<file path="src/rtl/core/assert_macros.svh">
// Concurrent assertion helpers, compiled out for synthesis.
`ifndef ASSERT_MACROS_SVH
`define ASSERT_MACROS_SVH

`ifndef SYNTHESIS

`define CBPA_ASSERT(label, clk, rst_n, prop) \
    label: assert property (@(posedge clk) disable iff (!rst_n) prop) \
        else $error("assertion failed");

`define CBPA_ASSERT_NEVER(label, clk, rst_n, prop) \
    label: assert property (@(posedge clk) disable iff (!rst_n) !(prop)) \
        else $error("forbidden condition seen");

`else

`define CBPA_ASSERT(label, clk, rst_n, prop)

`define CBPA_ASSERT_NEVER(label, clk, rst_n, prop)

`endif

`endif

</file>
<file path="src/rtl/core/cbpa_ram.sv">
module cbpa_ram #(
    parameter int WIDTH = 8,
    parameter int DEPTH = 16
) (
    input  logic                     i_clk,
    input  logic                     i_we,
    input  logic [$clog2(DEPTH)-1:0] i_waddr,
    input  logic [WIDTH-1:0]         i_wdata,
    input  logic [$clog2(DEPTH)-1:0] i_raddr,
    output logic [WIDTH-1:0]         o_rdata
);

    logic [WIDTH-1:0] r_mem [DEPTH];
    logic [WIDTH-1:0] r_rdata;

    always_ff @(posedge i_clk) begin
        if (i_we) begin
            r_mem[i_waddr] <= i_wdata;
        end
        r_rdata <= r_mem[i_raddr];
    end

    assign o_rdata = r_rdata;

endmodule

</file>
<file path="config.mk">
export PLATFORM = sky130hd
export DESIGN_NAME = cbpa_ram
export DESIGN_NICKNAME = d
export VERILOG_FILES = /design/src/rtl/core/assert_macros.svh /design/src/rtl/core/cbpa_ram.sv
export SDC_FILE = /design/constraint.sdc
export NUM_CORES = 1
export LEC_CHECK = 0
export ABC_AREA = 1
export BUFFER_PORTS_ARGS = -buffer_cell sky130_fd_sc_hd__buf_2
export CORE_MARGIN = 1
export CORE_UTILIZATION = 30
export CTS_CLUSTER_DIAMETER = 30
export DETAILED_ROUTE_END_ITERATION = 8
export HOLD_SLACK_MARGIN = 0.08
export PLACE_DENSITY_LB_ADDON = 0.08
export RECOVER_POWER = 100
export SLEW_MARGIN = 20
export SYNTH_ARGS = -nofsm -noshare
export SYNTH_HDL_FRONTEND = slang
export SYNTH_SLANG_ARGS = --single-unit
</file>
<file path="constraint.sdc">
create_clock -name i_clk -period 1.69 [get_ports i_clk]
set_input_delay 0.0845 -clock i_clk [delete_from_list [all_inputs] [get_ports i_clk]]
set_output_delay 0.0845 -clock i_clk [all_outputs]
set_load 0.005 [all_outputs]
</file>
==> impl_metrics.csv <==
group,metric,value,unit
job,maxCapViolCount,0,
grt,grt_usage,16.2,%
floorplanning,io-pin-count,26,
route,wirelength,14.7,mm
cells_and_area,fin_nets,612,
worst_setup_path,crit_required,2010,ps
cts,cts_buffer_depth,2,
floorplanning,die_area,0.0198,mm^2
worst_setup_path,worstSetupPathType,"input port to flip-flop",
timing,min_period,1420,ps
placement,dp_hpwl,8.98,mm
power,comb_power_share,5.6,%
cells_and_area,n_antenna_cell,0,
timing,hold_viol_final,0,
cts,cts.sinks,136,
synth,syn-num-nets,569,
floorplanning,initial_core_util,30.7,%
synth,synth_cell_types,12,
worst_setup_path,arrival,1740,ps
route,drc_errors,0,
worst_setup_path,end_kind,"flip-flop",
cts,cts_buffers,17,
grt,antenna_found_initial,0,
placement,port_buffers,25,
cells_and_area,drive_gt1_share,7.58,%
timing,slew_headroom,27.8,%
cells_and_area,syn2layout_area_growth,17.6,%
floorplanning,die_w,141,um
cells_and_area,fillers,1894,
route,firstDrtPassIters,4,
route,drt.antenna.violating_nets,0,
floorplanning,die_y,141,um
min_path,hold_path.class,"input port to flip-flop",
power,power.internal,6540,uW
run_status,status,"finished, final reports clean",
timing,skew,6.07,ps
power,clkPwrFrac,48.7,%
timing,setup_viol,0,
route,wl_per_cell,17.5,um
grt,grt_pass1_vias,3711,
cells_and_area,final_area,0.00678,mm^2
worst_setup_path,crit_path_start_kind,"input port",
power,seqPwrFrac,45.7,%
timing,rsz0062_at_grt,"no",
worst_setup_path,critPathMaxFanout,16,
floorplanning,rows,50,
power,ir_drop,0.719,mV
route,viasPerCell,4.43,
timing,finalCritPeriodShare,84.2,%
cells_and_area,final_common_cell,"nand2_1",
synth,syn-cell-area,0.00577,mm^2
cts,clk_latency,420,ps
synth,syn_avg_cell_area,10.5,um^2
cells_and_area,mostFrequentLayoutCells,"173 x nand2_1, 128 x edfxtp_1, 100 x inv_1",
synth,syn_inst,551,
placement,dpl_cell_area,0.00620,mm^2
timing,drv_slew,0,
synth,synth_seq_cells,136,
placement,place.gp.congestion,0.753,
synth,yosys_warnings,0,
timing,finalSetupTns,0,ps
grt,grt-ovfl-total,0,
power,power_switching,1770,uW
cts,clock-root-buffer,"clkbuf_16",
grt,grt_pass1_wl,22.7,mm
cells_and_area,utilization,36.1,%
timing,tightest_slew,1080,ps
power,power_density,1230,mW/mm^2
cts,clk_pin_slew,60,ps
grt,grt_max_degree,65,
cts,tritoncts,"built",
power,swShare,21.3,%
synth,ys_seq_area_share,69.4,%
route,vias,3726,
power,power_leakage,0.00284,uW
route,dr.first_iter.drc_count,295,
cts,cts_htree_levels,4,
worst_setup_path,r2r_setup_slack,630,ps
timing,max_freq,0.703,GHz
floorplanning,fp.coreArea,0.0188,mm^2
## sequential cells by signal (all words and copies together) (netlist names)
register  count
r_mem       128
o_rdata       8
## final cells by class
| cell class | count | area [um^2] | share of cell area, % |
|---|---|---|---|
| flip-flops and latches | 136 | 4000 | 59.0 |
| multi-input cells | 289 | 1210 | 17.9 |
| inverters | 102 | 383 | 5.64 |
| clock inverters | 13 | 201 | 2.97 |
| well taps | 234 | 293 | 4.32 |
| repair buffers | 48 | 246 | 3.63 |
| clock buffers | 19 | 443 | 6.53 |
## power groups by stage
stage                     sequential, uW  combinational, uW  clock [uW]
after CTS                           3800                496        4110
after global placement              3870                492           0
after detailed placement            3870                490           0
after global routing                3800                528        4250
after floorplan                     3860                266           0
final                               3800                466        4050
## Yosys cell counts, drive strengths merged
| master | instances | area share (%) |
|---|---|---|
| nand3 | 97 | 8.4 |
| inv | 102 | 6.6 |
| buf | 24 | 2.9 |
| dfxtp | 8 | 2.8 |
| nand3b | 2 | 0.26 |
| nand2 | 173 | 11 |
| nor2 | 17 | 1.1 |
| edfxtp | 128 | 67 |
## worst max-delay path, stage by stage
cell and delay, ps:
dlygate4sd3_1 530, buf_2 180, inv_1 460, nand3_1 220, nand3_1 180, nand2_1 60
## final timing paths
check | startpoint | end | cells past startpoint
max | i_raddr[2] | o_rdata[1]$_DFF_P_ | 6
min | i_wdata[0] | r_mem[1][0]$_DFFE_PP_ | 1
max reg2reg | r_mem[9][1]$_DFFE_PP_ | o_rdata[1]$_DFF_P_ | 6
min reg2reg | r_mem[13][5]$_DFFE_PP_ | o_rdata[5]$_DFF_P_ | 6
## repair_timing
action	in CTS	in global routing
hold buffers	2	0
resized for setup	0	0
hold endpoints to repair	8	0
setup buffers	0	0
endpoints found under the setup margin	0	0
## per-layer routing
metal | vias to the layer above | track usage (%) | routed length, um
li1 | 1858 | - | -
met1 | 1791 | 22.6 | 7260
met2 | 65 | 24.9 | 6750
met3 | 12 | 3.13 | 560
met4 | 0 | 6.35 | 149
met5 | - | 0 | 0
## cell families (layout without fill, tap and decap cells)
logic type	after synthesis	count (layout)	share of synthesized area, %
simple gates	289	289	21.0
flops	136	136	69.4
buf+inv	126	182	9.52
## per-stage QoR
stage	hold WS (ps)	total power [uW]	worst slack (ps)	instances
detailed placement	460	4350	347	807
floorplan	183	4130	655	551
global route	345	8580	161	841
finish	318	8310	268	841
CTS	105	8400	254	841
global placement	460	4360	359	807
(Power assumes the default switching activity.)
