===== src/rtl/core/assert_macros.svh =====
// Concurrent assertion helpers, compiled out for synthesis.
`ifndef ASSERT_MACROS_SVH
`define ASSERT_MACROS_SVH

`ifndef SYNTHESIS

`define CBPA_ASSERT(label, clk, rst_n, prop) \
    label: assert property (@(posedge clk) disable iff (!rst_n) prop) \
        else $error("assertion failed");

`define CBPA_ASSERT_NEVER(label, clk, rst_n, prop) \
    label: assert property (@(posedge clk) disable iff (!rst_n) !(prop)) \
        else $error("forbidden condition seen");

`else

`define CBPA_ASSERT(label, clk, rst_n, prop)

`define CBPA_ASSERT_NEVER(label, clk, rst_n, prop)

`endif

`endif


===== src/rtl/core/cbpa_pkg.sv =====
package cbpa_pkg;

    localparam int ADDR_W       = 32;
    localparam int SHIFT_W      = 5;
    localparam int CFG_CNT_W    = 11;
    localparam int INDEX_W      = 10;
    localparam int STATUS_W     = 2;
    localparam int CFG_IDX_W    = 2;
    localparam int CFG_DATA_W   = 32;
    localparam int MAX_SHIFT    = 16;
    localparam int PROD_W       = 2 * CFG_CNT_W;
    localparam int DEF_CAPACITY = 1024;

    localparam logic [ADDR_W-1:0]    RST_POOL_BASE = 32'h0000_0000;
    localparam logic [SHIFT_W-1:0]   RST_ELEM_LOG2 = 5'd6;
    localparam logic [CFG_CNT_W-1:0] RST_PER_CHUNK = 11'd64;
    localparam logic [CFG_CNT_W-1:0] RST_MAX_ELEM  = 11'd1024;

    localparam logic [CFG_IDX_W-1:0] CFG_POOL_BASE  = 2'd0;
    localparam logic [CFG_IDX_W-1:0] CFG_ELEM_LOG2  = 2'd1;
    localparam logic [CFG_IDX_W-1:0] CFG_PER_CHUNK  = 2'd2;
    localparam logic [CFG_IDX_W-1:0] CFG_MAX_ELEM   = 2'd3;

    typedef enum logic [STATUS_W-1:0] {
        ST_OK        = 2'd0,
        ST_EXHAUSTED = 2'd1,
        ST_INVALID   = 2'd2
    } t_status;

    typedef enum logic {
        CMD_ALLOC = 1'b0,
        CMD_FREE  = 1'b1
    } t_cmd;

    typedef enum logic [3:0] {
        S_CLEAR = 4'b0001,
        S_IDLE  = 4'b0010,
        S_POP   = 4'b0100,
        S_CHECK = 4'b1000
    } t_state;

    typedef struct packed {
        logic open_chunk;
        logic exhausted;
    } t_fresh_dec;

    typedef struct packed {
        logic unaligned;
        logic out_of_range;
    } t_free_chk;

endpackage


===== src/rtl/core/cbpa_fresh.sv =====
module cbpa_fresh import cbpa_pkg::*; #(
    parameter int CAPACITY = DEF_CAPACITY,
    parameter int CNT_W    = $clog2(CAPACITY + 1)
) (
    input  logic [CFG_CNT_W-1:0] i_chunks_opened,
    input  logic [CFG_CNT_W-1:0] i_per_chunk,
    input  logic [CFG_CNT_W-1:0] i_max_elements,
    input  logic [CNT_W-1:0]     i_fresh_count,
    output t_fresh_dec           o_dec
);

    localparam int LIM_W = PROD_W + 1;

    logic [CFG_CNT_W-1:0] pc;
    logic [PROD_W-1:0]    prod;
    logic [LIM_W-1:0]     prod_ext;
    logic [LIM_W-1:0]     prod_next;
    logic [LIM_W-1:0]     cap_ext;
    logic [LIM_W-1:0]     lim_now;
    logic [LIM_W-1:0]     lim_next;
    logic [LIM_W-1:0]     fresh_ext;
    logic                 can_open;
    logic                 need;

    assign pc        = (i_per_chunk == '0) ? CFG_CNT_W'(1) : i_per_chunk;
    assign prod      = PROD_W'(i_chunks_opened) * PROD_W'(pc);
    assign prod_ext  = LIM_W'(prod);
    assign prod_next = prod_ext + LIM_W'(pc);
    assign cap_ext   = LIM_W'(CAPACITY);
    assign fresh_ext = LIM_W'(i_fresh_count);
    assign lim_now   = (prod_ext > cap_ext) ? cap_ext : prod_ext;
    assign lim_next  = (prod_next > cap_ext) ? cap_ext : prod_next;

    // chunks < ceil(max / pc) is the same as chunks * pc < max
    assign can_open  = prod_ext < LIM_W'(i_max_elements);
    assign need      = fresh_ext >= lim_now;

    assign o_dec.open_chunk = need && can_open;
    assign o_dec.exhausted  = need && (can_open ? (fresh_ext >= lim_next) : 1'b1);

endmodule


===== config.mk =====
export PLATFORM = sky130hd
export DESIGN_NAME = cbpa_fresh
export DESIGN_NICKNAME = d
export VERILOG_FILES = /design/src/rtl/core/assert_macros.svh /design/src/rtl/core/cbpa_pkg.sv /design/src/rtl/core/cbpa_fresh.sv
export SDC_FILE = /design/constraint.sdc
export NUM_CORES = 1
export LEC_CHECK = 0
export CORE_MARGIN = 1.5
export CORE_UTILIZATION = 60
export DETAILED_ROUTE_END_ITERATION = 7
export DONT_BUFFER_PORTS = 1
export GPL_TIMING_DRIVEN = 0
export PLACE_DENSITY = 0.87
export SKIP_LAST_GASP = 1
export SYNTH_ARGS = -nofsm -noshare
export SYNTH_HDL_FRONTEND = slang
export SYNTH_SLANG_ARGS = --single-unit

===== constraint.sdc =====
create_clock -name vclk -period 13.55
set_input_delay 2.0325 -clock vclk [all_inputs]
set_output_delay 2.0325 -clock vclk [all_outputs]
set_load 0.03 [all_outputs]

==> results.ini <==
[sta]
rsz0062_at_grt=no
slew_violations=0
worstMarginPinSlew_ns=0.6821
hold_violations=0
min_period_ns=12.88
finalCritPeriodShare_pct=95.08
setup_viol=0
fin_tns_setup_ns=0
maxSlewHeadroom_pct=54.20
hold_slack_ns=4.512
fmax_mhz=77.62

[layout]
area_growth_pct=2.732
nets=994
clock_buffers=0
drive_gt1_share_pct=3.660
regArea_um2=0
diodes=0
multi_input_area_mm2=0.005468
nFillCells=870
seq_cell_count=0

[yosys]
synthTopCellsByCount=inv_1, ha_1, nand2_1
synth_top_area_share_pct=26.62
yosysSeqAreaShare_pct=0
syn_avg_cell_area_um2=7.962
yosys.area.top_type=fa_1
syn-num-nets=992
yosys_warnings=0
syn-instance-count=765
synth_area_leaders=fa_1, ha_1, inv_1
synth_cell_types=67
synth.most_common_cell=inv_1
synthesis.area_mm2=0.006091

[place]
hpwlAfterDp_um=12850
place_congestion=0.9340
portBuffers=0

[drt]
drc=0
via_per_inst=6.077
postRouteAntennaNets=0
wirelength_um=14930
wl_met3_um=884
drt_first_iter_violations=357
drt-met1-wl_um=6239
first_pass_iters=5
top_layer=met4
routed-via-count=5457
avgRoutedWirePerCell_um=16.63
wl_met2_um=7253

[floorplan]
die_x_um=103.8
die_h_um=103.8
std_cell_rows=36
core_mm2=0.009819
die-area_mm2=0.01077
pin_count=46
initial_core_util_pct=62.03

[critical_path]
cp_max_fo=10
start_kind=input port
worstPathRequired_ns=11.52
crit_path_start=i_per_chunk[4]
end_kind=output port
critPathKind=input port to output port
critical_path_arrival_ns=10.85
crit_path_top_delay_cell=fa_1
max_stage_delay_ns=0.55

[grt]
grt_max_degree=11
grt_pass1_vias=5661
antenna_found_initial=0
grt_pass1_wl_um=25220
grt-ovfl-total=0
grt_use_total_pct=28.03

[run_status]
status=complete, no violations

[clocking]
cts_resized=0
postCtsSetupRepairBufs=0
cts.hold.buffers_added=0

[worst_hold_path]
hold_start=i_fresh_count[10]
hp-class=input port to output port
min_to=o_dec[0]
hold_path_depth=2

[job]
max_cap_violations=0

-- cell families after synthesis --
kind of cell / share of synthesized area (%)
xor+xnor: 3.985
compound gates: 14.71
fa+ha+maj: 47.58
simple gates: 23.17
mux: 0.3287
buf+inv: 10.23
-- worst max-delay path by stage --
stage | end | depth (start not counted)
2_1_floorplan | o_dec[0] | 34
3_3_place_gp | o_dec[0] | 34
3_5_place_dp | o_dec[0] | 34
4_1_cts | o_dec[0] | 34
5_1_grt | o_dec[0] | 34
6_report | o_dec[0] | 34
-- metal layers --
metal / vias up / track usage (%)
li1: 2538 / -
met1: 2644 / 36.38
met2: 232 / 49.57
met3: 43 / 1.951
met4: 0 / 9.325
met5: - / 0
-- layout by cell type (no fill, tap or decap), types with 4 or more instances in the layout --
cell type / synthesis / layout
inv_1: 117 / 117
ha_1: 102 / 102
nand2_1: 92 / 92
fa_1: 81 / 81
and2_1: 63 / 63
clkbuf_1: 37 / 37
a21oi_1: 34 / 34
nor2_1: 22 / 22
nand4_1: 17 / 17
xnor2_1: 16 / 16
o21ai_0: 15 / 15
a21o_1: 13 / 13
nor2b_1: 11 / 11
o21a_1: 10 / 10
nand3_1: 9 / 9
xor2_1: 8 / 8
nor4_1: 7 / 7
nand2b_1: 7 / 7
o211ai_1: 6 / 6
and4_1: 6 / 6
nor3_1: 6 / 6
a31oi_1: 5 / 5
a211oi_2: 4 / 4
and3_1: 4 / 4
o221ai_1: 4 / 4
a211oi_1: 4 / 4
or2_2: 4 / 4
-- stage by stage --
step	utilization (%)	area [µm²]	cells	setup WS [ns]
final	63.72	6257	898	0.6672
after global routing	63.72	6257	898	0.2524
after CTS	63.72	6257	898	0.7812
after detailed placement	63.72	6257	898	0.8043
after global placement	63.72	6257	898	0.9153
after floorplan	-	6091	765	2.056
-- worst max-delay path, delay by kind of cell --
family / cells / cell delay (ns)
fa+ha+maj: 8 / 3.35
simple gates: 9 / 2.15
compound gates: 10 / 1.77
buf+inv: 6 / 1.06
xor+xnor: 1 / 0.49
-- cell type report --
type | instances | share of cell area [%]
Tap cell | 133 | 2.659
Multi-Input combinational cell | 604 | 87.38
Buffer | 44 | 2.939
Inverter | 117 | 7.019
Power is not shown: default switching activity piles up to over one toggle a cycle in this logic, so the estimate is an artifact.
